<file path="src/design/pbps_pkg.sv">
// ----------------------------------------------------------------------------
// pbps_pkg: shared types and constants
// Widths, outcome codes and the front/back queue entry type.
// ----------------------------------------------------------------------------
`timescale 1ns / 1ps
package pbps_pkg;
  localparam int SLOTS_DEF   = 8;
  localparam int SOURCES_DEF = 16;
  localparam int SRC_W  = 4;
  localparam int TIME_W = 32;
  localparam int TAG_W  = 16;
  localparam int OUTC_W = 3;
  localparam int SLOT_W = 3;

  localparam logic [OUTC_W-1:0] OC_STORED  = 3'd0;
  localparam logic [OUTC_W-1:0] OC_DISPL   = 3'd1;
  localparam logic [OUTC_W-1:0] OC_REJECT  = 3'd2;
  localparam logic [OUTC_W-1:0] OC_EMIT    = 3'd3;
  localparam logic [OUTC_W-1:0] OC_NOTHING = 3'd4;

  typedef struct packed {
    logic              emit;
    logic [SRC_W-1:0]  source;
    logic [TIME_W-1:0] created;
    logic [TAG_W-1:0]  tag;
  } cmd_t;

  typedef struct packed {
    logic [OUTC_W-1:0] outcome;
    logic [SLOT_W-1:0] slot;
    logic [TAG_W-1:0]  tag;
    logic [SRC_W-1:0]  source;
    logic [TIME_W-1:0] created;
    logic              any_stored;
  } res_t;
endpackage

</file>
<file path="src/design/pbps_if.sv">
// ----------------------------------------------------------------------------
// pbps_in_if / pbps_out_if: valid/ready channels
// Input request channel and result channel.
// ----------------------------------------------------------------------------
`timescale 1ns / 1ps
interface pbps_in_if;
  logic        valid;
  logic        ready;
  logic        mode;
  logic [3:0]  source;
  logic [31:0] created_ts;
  logic [15:0] tag;
  modport source_mp (output valid, mode, source, created_ts, tag, input ready);
  modport sink_mp   (input valid, mode, source, created_ts, tag, output ready);
endinterface

interface pbps_out_if;
  logic        valid;
  logic        ready;
  logic [2:0]  outcome;
  logic [2:0]  slot;
  logic [15:0] out_tag;
  logic [3:0]  out_source;
  logic [31:0] out_created;
  logic        any_stored;
  modport source_mp (output valid, outcome, slot, out_tag, out_source, out_created,
                     any_stored, input ready);
  modport sink_mp   (input valid, outcome, slot, out_tag, out_source, out_created,
                     any_stored, output ready);
endinterface

</file>
<file path="src/design/pbps_front.sv">
// ----------------------------------------------------------------------------
// pbps_front: command intake
// Takes input transactions and pushes them into a two-entry command queue.
// ----------------------------------------------------------------------------
`timescale 1ns / 1ps
module pbps_front (
  input  logic          clk,
  input  logic          rst_n,
  pbps_in_if.sink_mp    in_ch,
  output pbps_pkg::cmd_t cmd,
  output logic          cmd_valid,
  input  logic          cmd_pop
);
  import pbps_pkg::*;

  cmd_t       q_r [2];
  logic       wp_r, rp_r, wp_nxt, rp_nxt;
  logic [1:0] cnt_r, cnt_nxt;
  logic       push;

  assign in_ch.ready = (cnt_r != 2'd2);
  assign push        = in_ch.valid && in_ch.ready;
  assign cmd_valid   = (cnt_r != 2'd0);
  assign cmd         = q_r[rp_r];

  always_comb begin
    wp_nxt  = push ? ~wp_r : wp_r;
    rp_nxt  = cmd_pop ? ~rp_r : rp_r;
    cnt_nxt = cnt_r + {1'b0, push} - {1'b0, cmd_pop};
  end

  always_ff @(posedge clk) begin
    if (!rst_n) begin
      wp_r  <= 1'b0;
      rp_r  <= 1'b0;
      cnt_r <= 2'd0;
    end else begin
      wp_r  <= wp_nxt;
      rp_r  <= rp_nxt;
      cnt_r <= cnt_nxt;
    end
  end

  always_ff @(posedge clk) begin
    if (push) begin
      q_r[wp_r] <= '{emit: in_ch.mode, source: in_ch.source,
                     created: in_ch.created_ts, tag: in_ch.tag};
    end
  end
endmodule

</file>
<file path="src/design/pbps_back.sv">
// ----------------------------------------------------------------------------
// pbps_back: slot engine
// Scans slots one per cycle to place, displace or emit a request.
// ----------------------------------------------------------------------------
`timescale 1ns / 1ps
module pbps_back #(
  parameter int SLOTS = pbps_pkg::SLOTS_DEF
) (
  input  logic           clk,
  input  logic           rst_n,
  input  pbps_pkg::cmd_t cmd,
  input  logic           cmd_valid,
  output logic           cmd_pop,
  output pbps_pkg::res_t res,
  output logic           res_valid,
  input  logic           res_ready
);
  import pbps_pkg::*;

  localparam int IW = (SLOTS > 1) ? $clog2(SLOTS) : 1;
  localparam int CW = $clog2(SLOTS + 1);

  typedef enum logic [5:0] {
    S_IDLE = 6'b000001,
    S_FREE = 6'b000010,
    S_DISP = 6'b000100,
    S_MIN  = 6'b001000,
    S_PICK = 6'b010000,
    S_OUT  = 6'b100000
  } state_t;

  state_t            st_r, st_nxt;
  cmd_t              cmd_r;
  logic [SLOTS-1:0]  valid_r, pkt_r;
  logic [SRC_W-1:0]  src_m [SLOTS];
  logic [TIME_W-1:0] time_m [SLOTS];
  logic [TAG_W-1:0]  tag_m [SLOTS];
  logic [IW-1:0]     ptr_r, idx_r, pick_r;
  logic [CW-1:0]     cnt_r;
  logic              have_r, formed_r;
  logic [SRC_W-1:0]  best_r;
  logic [TIME_W-1:0] bt_r;
  res_t              res_r;
  logic              res_valid_r;
  logic [IW-1:0]     idx_inc;
  logic              last;
  logic              inpk;

  assign res       = res_r;
  assign res_valid = res_valid_r;
  assign idx_inc   = (idx_r == IW'(SLOTS - 1)) ? '0 : idx_r + 1'b1;
  assign last      = (cnt_r == CW'(SLOTS - 1));
  assign cmd_pop   = (st_r == S_IDLE) && cmd_valid && !res_valid_r;
  assign inpk      = formed_r ? (valid_r[idx_r] && src_m[idx_r] == best_r)
                              : (pkt_r[idx_r] && valid_r[idx_r]);

  always_comb begin
    st_nxt = st_r;
    case (st_r)
      S_IDLE: if (cmd_pop) st_nxt = cmd.emit ? (|valid_r ? (|(pkt_r & valid_r) ? S_PICK
                                   : S_MIN) : S_OUT) : S_FREE;
      S_FREE: if (!valid_r[idx_r]) st_nxt = S_OUT; else if (last) st_nxt = S_DISP;
      S_DISP: if (cmd_r.source < src_m[idx_r] || last) st_nxt = S_OUT;
      S_MIN:  if (last) st_nxt = S_PICK;
      S_PICK: if (last) st_nxt = S_OUT;
      S_OUT:  st_nxt = S_IDLE;
      default: st_nxt = S_IDLE;
    endcase
  end

  always_ff @(posedge clk) begin
    if (!rst_n) begin
      st_r        <= S_IDLE;
      valid_r     <= '0;
      pkt_r       <= '0;
      ptr_r       <= '0;
      res_valid_r <= 1'b0;
    end else begin
      st_r <= st_nxt;
      if (res_valid_r && res_ready) res_valid_r <= 1'b0;
      case (st_r)
        S_IDLE: begin
          if (cmd_pop) begin
            cmd_r    <= cmd;
            idx_r    <= cmd.emit ? '0 : ptr_r;
            cnt_r    <= '0;
            have_r   <= 1'b0;
            formed_r <= 1'b0;
            best_r   <= '1;
            res_r    <= '{outcome: (cmd.emit && !(|valid_r)) ? OC_NOTHING : OC_STORED,
                          default: '0};
          end
        end
        S_FREE: begin
          if (!valid_r[idx_r]) begin
            valid_r[idx_r] <= 1'b1;
            pkt_r[idx_r]   <= 1'b0;
            src_m[idx_r]   <= cmd_r.source;
            time_m[idx_r]  <= cmd_r.created;
            tag_m[idx_r]   <= cmd_r.tag;
            ptr_r          <= idx_inc;
            res_r.outcome  <= OC_STORED;
            res_r.slot     <= SLOT_W'(idx_r);
          end else begin
            idx_r <= idx_inc;
            cnt_r <= last ? '0 : cnt_r + 1'b1;
          end
        end
        S_DISP: begin
          if (cmd_r.source < src_m[idx_r]) begin
            res_r.outcome <= OC_DISPL;
            res_r.slot    <= SLOT_W'(idx_r);
            res_r.tag     <= tag_m[idx_r];
            res_r.source  <= src_m[idx_r];
            res_r.created <= time_m[idx_r];
            pkt_r[idx_r]  <= 1'b0;
            src_m[idx_r]  <= cmd_r.source;
            time_m[idx_r] <= cmd_r.created;
            tag_m[idx_r]  <= cmd_r.tag;
            ptr_r         <= idx_inc;
          end else if (last) begin
            res_r.outcome <= OC_REJECT;
            res_r.tag     <= cmd_r.tag;
            res_r.source  <= cmd_r.source;
            res_r.created <= cmd_r.created;
          end
          idx_r <= idx_inc;
          cnt_r <= cnt_r + 1'b1;
        end
        S_MIN: begin
          if (valid_r[idx_r] && src_m[idx_r] < best_r) best_r <= src_m[idx_r];
          idx_r    <= idx_inc;
          cnt_r    <= last ? '0 : cnt_r + 1'b1;
          formed_r <= last;
        end
        S_PICK: begin
          if (inpk && (!have_r || time_m[idx_r] < bt_r)) begin
            have_r <= 1'b1;
            pick_r <= idx_r;
            bt_r   <= time_m[idx_r];
          end
          if (formed_r) pkt_r[idx_r] <= inpk;
          idx_r <= idx_inc;
          cnt_r <= cnt_r + 1'b1;
        end
        S_OUT: begin
          res_valid_r <= 1'b1;
          if (res_r.outcome == OC_EMIT || (have_r && cmd_r.emit)) begin
            res_r.outcome    <= OC_EMIT;
            res_r.slot       <= SLOT_W'(pick_r);
            res_r.tag        <= tag_m[pick_r];
            res_r.source     <= src_m[pick_r];
            res_r.created    <= time_m[pick_r];
            valid_r[pick_r]  <= 1'b0;
            pkt_r[pick_r]    <= 1'b0;
            res_r.any_stored <= |(valid_r & ~(SLOTS'(1) << pick_r));
          end else begin
            res_r.any_stored <= |valid_r;
          end
        end
        default: ;
      endcase
    end
  end
endmodule

</file>
<file path="src/design/priority_buffer_with_packet_service.sv">
// Sequence: an arrival runs the free-slot scan, then the displacement scan when no slot
// is free; an emit runs the pick scan, after a minimum scan when the packet is re-formed;
// an emit on an empty buffer goes straight to the result.
// Throughput: one transaction at a time in the slot engine, one slot looked at per cycle;
// the engine waits until its result is taken; a two-entry queue keeps the input side going.
// Reset: synchronous, active low; all slots empty, packet empty, pointer at slot 0.
// ----------------------------------------------------------------------------
// priority_buffer_with_packet_service: top level
// Slot buffer with preemption by source and packet-wise service.
// ----------------------------------------------------------------------------
`timescale 1ns / 1ps
module priority_buffer_with_packet_service #(
  parameter int SLOTS   = pbps_pkg::SLOTS_DEF,
  parameter int SOURCES = pbps_pkg::SOURCES_DEF
) (
  input  logic          clk,
  input  logic          rst_n,
  pbps_in_if.sink_mp    in_ch,
  pbps_out_if.source_mp out_ch
);
  import pbps_pkg::*;

  // Source numbers are compared as plain 4-bit values whatever SOURCES is.

  cmd_t cmd;
  res_t res;
  logic cmd_valid, cmd_pop, res_valid;

  // Front: intake queue, decoupled from the slot engine.
  pbps_front u_front (
    .clk, .rst_n, .in_ch, .cmd, .cmd_valid, .cmd_pop
  );

  // Back: slot scans and the result register.
  pbps_back #(.SLOTS(SLOTS)) u_back (
    .clk, .rst_n, .cmd, .cmd_valid, .cmd_pop,
    .res, .res_valid, .res_ready(out_ch.ready)
  );

  assign out_ch.valid       = res_valid;
  assign out_ch.outcome     = res.outcome;
  assign out_ch.slot        = res.slot;
  assign out_ch.out_tag     = res.tag;
  assign out_ch.out_source  = res.source;
  assign out_ch.out_created = res.created;
  assign out_ch.any_stored  = res.any_stored;
endmodule

</file>
<file path="src/flat_wrapper.sv">
// flat-port wrapper written by rule: the top's interface ports become plain ports
module priority_buffer_with_packet_service_flat import pbps_pkg::*;
#(
  parameter int SLOTS   = pbps_pkg::SLOTS_DEF,
  parameter int SOURCES = pbps_pkg::SOURCES_DEF
)
  (clk, rst_n, in_ch_valid, in_ch_mode, in_ch_source, in_ch_created_ts, in_ch_tag, in_ch_ready, out_ch_valid, out_ch_outcome, out_ch_slot, out_ch_out_tag, out_ch_out_source, out_ch_out_created, out_ch_any_stored, out_ch_ready);
  pbps_in_if in_ch_i ();
  pbps_out_if out_ch_i ();
  input  logic clk;
  input  logic rst_n;
  input wire logic [$bits(in_ch_i.valid)-1:0] in_ch_valid;
  input wire logic [$bits(in_ch_i.mode)-1:0] in_ch_mode;
  input wire logic [$bits(in_ch_i.source)-1:0] in_ch_source;
  input wire logic [$bits(in_ch_i.created_ts)-1:0] in_ch_created_ts;
  input wire logic [$bits(in_ch_i.tag)-1:0] in_ch_tag;
  output wire logic [$bits(in_ch_i.ready)-1:0] in_ch_ready;
  output wire logic [$bits(out_ch_i.valid)-1:0] out_ch_valid;
  output wire logic [$bits(out_ch_i.outcome)-1:0] out_ch_outcome;
  output wire logic [$bits(out_ch_i.slot)-1:0] out_ch_slot;
  output wire logic [$bits(out_ch_i.out_tag)-1:0] out_ch_out_tag;
  output wire logic [$bits(out_ch_i.out_source)-1:0] out_ch_out_source;
  output wire logic [$bits(out_ch_i.out_created)-1:0] out_ch_out_created;
  output wire logic [$bits(out_ch_i.any_stored)-1:0] out_ch_any_stored;
  input wire logic [$bits(out_ch_i.ready)-1:0] out_ch_ready;
  assign in_ch_i.valid = in_ch_valid;
  assign in_ch_i.mode = in_ch_mode;
  assign in_ch_i.source = in_ch_source;
  assign in_ch_i.created_ts = in_ch_created_ts;
  assign in_ch_i.tag = in_ch_tag;
  assign in_ch_ready = in_ch_i.ready;
  assign out_ch_valid = out_ch_i.valid;
  assign out_ch_outcome = out_ch_i.outcome;
  assign out_ch_slot = out_ch_i.slot;
  assign out_ch_out_tag = out_ch_i.out_tag;
  assign out_ch_out_source = out_ch_i.out_source;
  assign out_ch_out_created = out_ch_i.out_created;
  assign out_ch_any_stored = out_ch_i.any_stored;
  assign out_ch_i.ready = out_ch_ready;
  priority_buffer_with_packet_service #(.SLOTS(SLOTS), .SOURCES(SOURCES)) u_core (.clk(clk), .rst_n(rst_n), .in_ch(in_ch_i), .out_ch(out_ch_i));
endmodule
</file>
<file path="config.mk">
export PLATFORM = sky130hd
export DESIGN_NAME = priority_buffer_with_packet_service_flat
export DESIGN_NICKNAME = d
export VERILOG_FILES = /design/src/design/pbps_pkg.sv /design/src/design/pbps_if.sv /design/src/design/pbps_front.sv /design/src/design/pbps_back.sv /design/src/design/priority_buffer_with_packet_service.sv /design/src/flat_wrapper.sv
export SDC_FILE = /design/constraint.sdc
export NUM_CORES = 1
export LEC_CHECK = 0
export BUFFER_PORTS_ARGS = -buffer_cell sky130_fd_sc_hd__buf_2
export CORE_UTILIZATION = 49
export DETAILED_ROUTE_END_ITERATION = 8
export HOLD_SLACK_MARGIN = 0.06
export PLACE_DENSITY = 0.78
export SLEW_MARGIN = 20
export SYNTH_ARGS = -nofsm -noshare
export SYNTH_HDL_FRONTEND = slang
export SYNTH_SLANG_ARGS = --single-unit
</file>
<file path="constraint.sdc">
create_clock -name clk -period 7.4 [get_ports clk]
set_input_delay 0.37 -clock clk [delete_from_list [all_inputs] [get_ports clk]]
set_output_delay 0.37 -clock clk [all_outputs]
set_load 0.01 [all_outputs]
</file>
==> impl_metrics.py, run 1 <==
metrics = {
    "yosys": {
        "synth-edff-count": 682,
        "synthDistinctLibCells": 60,
        "synth_area_um2": 31500,
        "netlist.top_cell.by_area": "edfxtp_1",
        "synthTopCellsByArea": "edfxtp_1 65%, mux4_2 15%, mux2i_1 3.6%",
        "synth-seq-area-share_pct": 67.36,
        "ys_ff_latch": 719,
        "ys_warn_count": 0,
        "async_reset_ff_share_pct": 0,
        "synth_ff_type": "edfxtp_1",
        "synth_top_area_share_pct": 65.01,
        "syn_area_per_cell_um2": 18.27,
        "synth_nets": 1824,
        "syn_inst": 1724,
    },
    "setup_path": {
        "cp-end-kind": "register",
        "cp-start-kind": "register",
        "cp_max_fo": 42,
        "crit_arrival_ps": 5990,
        "critical_path_class": "reg -> reg",
        "required_ps": 7630,
        "cpPeakStageDelay_ps": 760,
        "crit_path_top_delay_cell": "dfxtp_4",
        "crit_family": "simple AND/OR/NAND/NOR gates",
        "reg2reg_setup_slack_ps": 1640,
        "path_cells": "mux4_2 > mux2i_1 > ha_1 > a21o_1 > or3_1 > o22a_2 > o21bai_1 > nand2_1 > nor2_4 > buf_4",
        "path_buf_inv": 1,
    },
    "grt": {
        "busiest_layer": "met2",
        "antenna_found_initial": 1,
        "grt_pass1_wl_mm": 108.4,
        "use_met1_pct": 27.73,
        "grt_max_degree": 67,
        "grt_pass1_vias": 18470,
        "gr-total-overflow": 0,
        "gr-usage-met3_pct": 4.179,
        "grtUsageMet2_pct": 37.25,
        "grt_use_total_pct": 21.71,
    },
    "cts": {
        "htreeDepth": 3,
        "clock-sinks": 719,
        "clk_pin_slew_ps": 60,
        "cts_resized": 0,
        "hold_buffers": 54,
        "clockBufferDepth": 3,
        "cts_root_buffer": "clkbuf_16",
        "cts_setup_buffers": 0,
        "tritoncts": "done",
        "clock_latency_ps": 620,
        "cts_inserted_buffers": 73,
    },
    "sta": {
        "min_period_ps": 5761,
        "setup_viol": 0,
        "period_share_pct": 77.85,
        "fin_skew_ps": 20.03,
        "max_slew.worst_pin.slew_ps": 1066,
        "whs_ps": 218.0,
        "maxSlewViolCount": 0,
        "fmax_mhz": 173.6,
        "slew_headroom_pct": 28.27,
        "setup_tns_ps": 0,
        "finalHoldViolCount": 0,
        "grt_setup_unrepaired": "false",
    },
    "power_and_ir_drop": {
        "p_sw_share_pct": 28.71,
        "seqPwrFrac_pct": 47.8,
        "p_per_area_nw_per_um2": 317.1,
        "clock_power_share_pct": 30.9,
        "power_leakage_nw": 12.02,
        "power_mw": 11.39,
        "pwr-share-comb_pct": 21.3,
        "intPower_mw": 8.116,
        "p_switching_mw": 3.269,
        "ir_worst_vdd_v": 0.0002811,
    },
    "drt": {
        "vias": 17340,
        "wl_per_cell_um": 25.22,
        "drcViolationCount": 0,
        "drt_wl_total_mm": 70.40,
        "viasPerCell": 6.213,
        "postRouteAntennaNets": 0,
        "drt-initial-drc-count": 1673,
        "dr.pass1.iters": 8,
    },
    "run": {
        "drv_cap": 0,
    },
    "place": {
        "hpwl_mm": 40.27,
        "place_congestion": 0.8673,
        "io_buffers": 117,
        "dp.cells": 2612,
    },
    "cells_and_area": {
        "antenna_cells": 0,
        "stdcell_count": 2791,
        "fin_nets": 1995,
        "syn_to_final_growth_pct": 13.97,
        "drive_gt1_share_pct": 29.87,
    },
    "floorplanning": {
        "ioPinCount": 118,
        "fp-row-count": 92,
        "fp.coreArea_um2": 63310,
        "die_w_um": 255.6,
        "start_util_pct": 49.76,
        "die_h_um": 255.6,
        "design.die.area_um2": 65310,
    },
    "run_status": {
        "outcome": "finished, final reports clean",
    },
    "min_path": {
        "hold_path.class": "in -> reg",
    },
}
[worst min-delay path: cells and delay by family]
kind	cells	cell delay (ps)
buffers and inverters	1	100
xor gates and xnor gates	1	90
and+or+nand+nor	2	220
[final timing paths]
check                              start                           to  depth (start not counted)
hold reg to reg   u_core.u_back.ptr_r[0]       u_core.u_back.ptr_r[0]                          2
setup / recovery                register  u_core.u_back.time_m[3][10]                         10
hold / removal               in_ch_valid          u_core.u_front.wp_r                          4
setup reg to reg                register  u_core.u_back.time_m[3][10]                         10
[power groups by stage]
stage | Combinational (mW) | Sequential (mW) | Clock, mW
after floorplan | 1.81 | 5.33 | 0
after global placement | 2.34 | 5.51 | 0
after detailed placement | 2.40 | 5.53 | 0
after CTS | 2.44 | 5.45 | 3.58
after global routing | 2.62 | 5.50 | 3.73
final | 2.42 | 5.45 | 3.52
[cells by family (layout without fill, tap and decap cells)]
| logic type | Yosys count | after routing | share of synthesized area, % |
|---|---|---|---|
| fa+ha+maj | 43 | 43 | 1.708 |
| buf+inv | 150 | 371 | 1.898 |
| compound gates | 187 | 187 | 3.706 |
| simple gates | 203 | 203 | 3.197 |
| mux | 415 | 415 | 21.94 |
| xor+xnor | 7 | 7 | 0.1946 |
| flops | 719 | 719 | 67.36 |
[Yosys cell counts, types with 37 or more instances]
library cell / count
edfxtp_1: 682
nor2_1: 69
mux2i_1: 113
o22ai_1: 53
mux2_2: 90
clkbuf_1: 65
nand2_1: 38
ha_1: 43
dfxtp_1: 37
a21oi_1: 50
mux4_2: 211
inv_1: 46
[cell type report]
class,count,area [um^2]
fillers,4673,27410
clock buffers,87,1922
clock inverters,38,332.8
multi-input cells,855,9808
repair buffers,199,1361
flip-flops and latches,719,21250
well taps,846,1059
inverters,47,176.4
[metal layers]
metal	vias to the layer above	routed length, um
met5	-	0
met4	0	1736
met3	133	4755
met2	757	36070
met1	9006	27840
li1	7445	-
[sequential cells by signal (all words and copies together) (netlist names), 4 cells and up, named ones only]
register	cells
u_core.u_back.tag_m	128
u_core.u_back.res	59
u_core.u_back.src_m	32
u_core.u_back.cmd_r	53
u_core.u_back.st_r	6
u_core.u_front.q_r	106
u_core.u_back.valid_r	8
u_core.u_back.bt_r	32
u_core.u_back.cnt_r	4
u_core.u_back.pkt_r	8
u_core.u_back.best_r	4
u_core.u_back.time_m	256
[stage by stage]
stage / area (um^2) / setup slack [ps] / util, %
detailed placement: 33110 / 1619 / 52.30
CTS: 35910 / 1557 / 56.71
floorplan: 31510 / 670.5 / -
global placement: 33110 / 1779 / 52.30
global route: 35910 / 1228 / 56.71
finish: 35910 / 1639 / 56.71
[cells in the final DEF, fill, tap and decap left out, drive strengths merged, types with 6 or more instances in the layout]
cell type	netlist	routed
clkinv	1	29
nand3b	8	8
ha	43	43
nand4	11	11
clkbuf	65	87
nand3	18	18
o211ai	12	12
nor2	70	70
o21ai	34	34
nand2b	6	6
o22ai	53	53
buf	38	145
nand2	38	38
edfxtp	682	682
inv	46	50
a22oi	6	6
nor4	11	11
a21oi	50	50
nor3	11	11
nor2b	6	6
mux2i	113	113
dfxtp	37	37
dlygate4sd3	0	54
mux2	91	91
mux4	211	211
No activity file was read; power rests on OpenSTA's default activity.
==> run 2, diff against run 1 <==
--- a/config.mk
+++ b/config.mk
@@ -9,7 +9,7 @@
 export CORE_UTILIZATION = 49
 export DETAILED_ROUTE_END_ITERATION = 8
 export HOLD_SLACK_MARGIN = 0.06
-export PLACE_DENSITY = 0.78
+export PLACE_DENSITY = 0.76
 export SLEW_MARGIN = 20
 export SYNTH_ARGS = -nofsm -noshare
 export SYNTH_HDL_FRONTEND = slang
==> constraint.sdc (replaced) <==
create_clock -name clk -period 5.75 [get_ports clk]
set_input_delay 0.2875 -clock clk [delete_from_list [all_inputs] [get_ports clk]]
set_output_delay 0.2875 -clock clk [all_outputs]
set_load 0.01 [all_outputs]
==> impl_metrics.py, run 2 (synthesis results as in run 1) <==
metrics = {
    "run_status": {
        "outcome": "finished, final reports clean",
    },
    "floorplanning": {
        "fp.coreArea_um2": 63310,
        "start_util_pct": 49.76,
        "ioPinCount": 118,
        "design.die.area_um2": 65310,
        "die_h_um": 255.6,
        "fp-row-count": 92,
        "die_w_um": 255.6,
    },
    "drt": {
        "wl_per_cell_um": 25.42,
        "vias": 17510,
        "drt-initial-drc-count": 1683,
        "postRouteAntennaNets": 0,
        "viasPerCell": 6.236,
        "drt_wl_total_mm": 71.37,
        "drcViolationCount": 0,
        "dr.pass1.iters": 6,
    },
    "cells_and_area": {
        "drive_gt1_share_pct": 30.43,
        "mostFrequentLayoutCells": "682 x edfxtp_1, 211 x mux4_2, 117 x buf_2",
        "fin_nets": 2005,
        "antenna_cells": 0,
        "reg_top3": "u_core.u_back.time_m x256, u_core.u_back.tag_m x128, u_core.u_front.q_r x106",
        "multi_input_area_um2": 9817,
        "fill_cells": 4677,
        "largest-register": "u_core.u_back.time_m",
        "syn_to_final_growth_pct": 14.87,
        "stdcell_count": 2808,
        "seq_area_um2": 21250,
        "largest_reg_flops": 256,
        "final_common_cell": "edfxtp_1",
    },
    "grt": {
        "grt_max_degree": 72,
        "gr-total-overflow": 0,
        "grt_use_total_pct": 21.96,
        "grt_pass1_vias": 18370,
        "grt_pass1_wl_mm": 109.4,
        "antenna_found_initial": 0,
    },
    "sta": {
        "finalHoldViolCount": 0,
        "max_slew.worst_pin.slew_ps": 1120,
        "period_share_pct": 84.75,
        "min_period_ps": 4873,
        "fin_skew_ps": 24.98,
        "maxSlewViolCount": 0,
        "slew_headroom_pct": 25.32,
        "grt_setup_unrepaired": "false",
        "fmax_mhz": 205.2,
        "setup_viol": 0,
    },
    "place": {
        "io_buffers": 117,
        "dp.cells": 2620,
        "place_congestion": 0.8471,
        "hpwl_mm": 40.99,
    },
    "setup_path": {
        "required_ps": 5980,
        "crit_path_top_delay_cell": "dfxtp_4",
        "path_cells": "mux4_2 > mux2i_1 > ha_1 > a21o_1 > or3_1 > o22a_2 > o21bai_1 > nand2_1 > nor2_4 > buf_4",
        "critical_path_class": "reg -> reg",
        "cp-start-kind": "register",
        "cp-end-kind": "register",
        "crit_arrival_ps": 5110,
        "cpPeakStageDelay_ps": 650,
        "cp_max_fo": 36,
    },
    "cts": {
        "clk_pin_slew_ps": 60,
        "clockBufferDepth": 3,
        "cts_root_buffer": "clkbuf_16",
        "clock_latency_ps": 620,
        "cts_inserted_buffers": 73,
        "clock-sinks": 719,
        "cts_setup_buffers": 0,
        "tritoncts": "done",
        "htreeDepth": 3,
    },
    "power_and_ir_drop": {
        "p_per_area_nw_per_um2": 414.1,
        "power_leakage_nw": 12.17,
        "power_mw": 14.99,
        "ir_worst_vdd_v": 0.0002735,
    },
    "min_path": {
        "hold_path.class": "in -> reg",
    },
    "run": {
        "drv_cap": 0,
    },
}
## run 2: cell types whose count changed in the layout (fill, tap and decap cells not counted), sizes merged
cell    change
buf        +10
bufinv      +5
clkbuf      -5
clkinv      +7
## run 2: final cells by class
type,count,area share [%]
sequential,719,58.71
multi-input combinational,855,27.13
clock buffer,82,5.259
timing repair buffer,209,4.093
tap,846,2.925
clock inverter,50,1.400
inverter,47,0.4875
## run 2: path summary, 6_finish.rpt
path,start,to,slack [ps],cells past startpoint
hold reg to reg,u_core.u_back.ptr_r[1],u_core.u_back.ptr_r[1],480,2
hold / removal,in_ch_valid,u_core.u_front.wp_r,130,4
setup / recovery,register,u_core.u_back.time_m[4][21],880,10
setup reg to reg,register,u_core.u_back.time_m[4][21],880,10
## run 2: per-stage QoR
| step | util, % | instance area (um^2) | setup WS (ps) | hold WS [ps] | TNS [ps] |
|---|---|---|---|---|---|
| finish | 57.16 | 36190 | 876.8 | 132.9 | 0 |
| global route | 57.16 | 36190 | 575.9 | 150.5 | 0 |
| CTS | 57.09 | 36140 | 860.6 | 116.0 | 0 |
| detailed placement | 52.43 | 33190 | 896.5 | 463.0 | 0 |
| global placement | 52.43 | 33190 | 1031 | 453.4 | 0 |
| floorplan | - | 31520 | -226.1 | 386.4 | -81540 |
## run 2: worst max-delay path, delay by kind of cell, from the launching register on
family,cells,cell delay [ps]
AOI/OAI and AO/OA,3,850
adders and majority gates,1,320
buffers and inverters,1,570
DFF,1,650
muxes,2,900
and+or+nand+nor,3,1180
## run 2: metal layers
metal  GRT usage, %  share of wire (%)  up-vias
li1               -                  -     7459
met1          28.53                 39     9117
met2          37.75                 51      803
met3          3.139                7.4      131
met4          8.017                2.7        0
met5              0                  0        -
## run 2: what timing repair did
action | 4_1_cts | 5_1_grt
hold buffers | 54 | 0
hold endpoints to repair | 107 | 0
resized for setup | 0 | 0
## run 2: power by group
| group | leakage, nW | switching [mW] | internal, mW |
|---|---|---|---|
| registers | 6.51 | 0.511 | 6.46 |
| clock network | 1.18 | 2.01 | 2.80 |
| logic | 4.48 | 1.78 | 1.42 |
==> run 3, diff against run 2 <==
==> constraint.sdc (replaced) <==
create_clock -name clk -period 4.7 [get_ports clk]
set_input_delay 0.235 -clock clk [delete_from_list [all_inputs] [get_ports clk]]
set_output_delay 0.235 -clock clk [all_outputs]
set_load 0.01 [all_outputs]
==> impl_metrics.py, run 3 (synthesis results as in run 1) <==
metrics = {
    "sta": {
        "finalHoldViolCount": 0,
        "setup_viol": 0,
        "maxSlewViolCount": 0,
        "grt_setup_unrepaired": "false",
        "max_slew.worst_pin.slew_ps": 992.6,
        "fmax_mhz": 229.4,
        "fin_skew_ps": 33.08,
        "slew_headroom_pct": 33.83,
        "min_period_ps": 4359,
        "period_share_pct": 92.74,
    },
    "drt": {
        "drt_wl_total_mm": 72.96,
        "drcViolationCount": 0,
        "wl_per_cell_um": 25.75,
        "postRouteAntennaNets": 0,
        "drt-initial-drc-count": 1647,
        "vias": 17420,
        "dr.pass1.iters": 6,
        "viasPerCell": 6.145,
    },
    "setup_path": {
        "cp_max_fo": 24,
        "crit_family": "compound AO/OA/AOI/OAI gates",
        "critical_path_class": "reg -> reg",
        "required_ps": 4990,
        "crit_path_top_delay_cell": "dfxtp_4",
        "rr_worst_depth": 11,
        "cp-end-kind": "register",
        "path_cells": "buf_12 > buf_12 > mux4_2 > mux2_2 > ha_1 > a2111oi_0 > o21ai_0 > o211ai_1 > o211ai_1 > nor4_4 > buf_4",
        "crit_arrival_ps": 4640,
        "path_buf_inv": 3,
        "cp_num_cells": 11,
        "cpPeakStageDelay_ps": 680,
        "reg2reg_setup_slack_ps": 340,
        "cp-start-kind": "register",
    },
    "floorplanning": {
        "fp-row-count": 92,
        "design.die.area_um2": 65310,
        "die_h_um": 255.6,
        "die_w_um": 255.6,
        "ioPinCount": 118,
        "start_util_pct": 49.76,
        "fp.coreArea_um2": 63310,
    },
    "place": {
        "dp.cells": 2642,
        "place_congestion": 0.8601,
        "io_buffers": 117,
        "hpwl_mm": 42.54,
    },
    "cells_and_area": {
        "reg_top3": "u_core.u_back.time_m x256, u_core.u_back.tag_m x128, u_core.u_front.q_r x106",
        "largest-register": "u_core.u_back.time_m",
        "antenna_cells": 0,
        "largest_reg_flops": 256,
        "stdcell_count": 2834,
        "fin_nets": 2029,
        "mostFrequentLayoutCells": "682 x edfxtp_1, 211 x mux4_2, 117 x buf_2",
        "syn_to_final_growth_pct": 15.73,
        "utilization_pct": 57.59,
        "final_common_cell": "edfxtp_1",
        "fill_cells": 4676,
        "drive_gt1_share_pct": 31.19,
    },
    "cts": {
        "clock-sinks": 719,
        "cts_root_buffer": "clkbuf_16",
        "cts_setup_buffers": 0,
        "clk_pin_slew_ps": 70,
        "cts_inserted_buffers": 76,
        "clockBufferDepth": 3,
        "htreeDepth": 3,
        "clock_latency_ps": 640,
        "tritoncts": "done",
    },
    "grt": {
        "grt_use_total_pct": 22.49,
        "grt_pass1_wl_mm": 110.9,
        "gr-total-overflow": 0,
        "grt_max_degree": 61,
        "grt_pass1_vias": 18390,
        "antenna_found_initial": 1,
    },
    "run_status": {
        "outcome": "finished, final reports clean",
    },
    "min_path": {
        "hold_path.class": "in -> reg",
        "whs_path_depth": 2,
    },
    "power_and_ir_drop": {
        "power_mw": 18.49,
        "p_per_area_nw_per_um2": 507.0,
        "ir_worst_vdd_v": 0.0003733,
        "power_leakage_nw": 12.31,
    },
    "run": {
        "drv_cap": 0,
    },
}
run 3: cell types whose count changed in the layout (fill, tap and decap cells not counted), moves of 2 or more:
cell and delta:
buf_4 +14, clkbuf_1 +10, buf_12 +7, clkinv_1 -7
clkbuf_8 +5, bufinv_16 -4, clkbuf_16 +2, clkinvlp_4 -2
run 3: what timing repair did:
item                                    in CTS  in global routing
endpoints found under the setup margin       0                  0
hold endpoints to repair                   108                  0
gates resized for setup                      0                  0
hold buffers                                55                  0
run 3: area by class of cell:
class | count | area (um^2) | share of cell area, %
well taps | 846 | 1059 | 2.903
clock inverters | 38 | 382.9 | 1.050
clock buffers | 99 | 2059 | 5.649
repair buffers | 230 | 1709 | 4.688
multi-input cells | 855 | 9827 | 26.95
flip-flops and latches | 719 | 21250 | 58.27
inverters | 47 | 176.4 | 0.4839
run 3: where the power goes:
part           internal, mW  leakage (nW)  switching [mW]
registers              7.91          6.51           0.546
clock network          3.39          1.20            2.49
logic                  1.82          4.59            2.32
total                  13.1          12.3            5.36
run 3: stage by stage:
| step | hold WS (ps) | setup WS [ps] | TNS (ps) | cell area (um^2) |
|---|---|---|---|---|
| after global placement | 422.1 | 478.0 | 0 | 33470 |
| after detailed placement | 426.0 | 399.6 | 0 | 33470 |
| after global routing | 151.2 | 184.1 | 0 | 36460 |
| after CTS | 104.2 | 369.9 | 0 | 36460 |
| final | 149.6 | 341.3 | 0 | 36460 |
| after floorplan | 333.9 | -313.9 | -116250 | 31570 |
run 3: layer usage:
| layer | vias up | routed length (um) | track usage [%] |
|---|---|---|---|
| met2 | 694 | 38030 | 39.31 |
| met5 | - | 12 | 0 |
| met4 | 2 | 1892 | 7.651 |
| met3 | 137 | 4404 | 3.010 |
| met1 | 9069 | 28620 | 28.99 |
| li1 | 7514 | - | - |
run 3: final timing paths:
kind | startpoint | endpoint
max | register | u_core.u_back.bt_r[15]
max reg2reg | register | u_core.u_back.bt_r[15]
min reg2reg | u_core.u_back.ptr_r[0] | u_core.u_back.ptr_r[0]
min | rst_n | u_core.u_back.st_r[5]
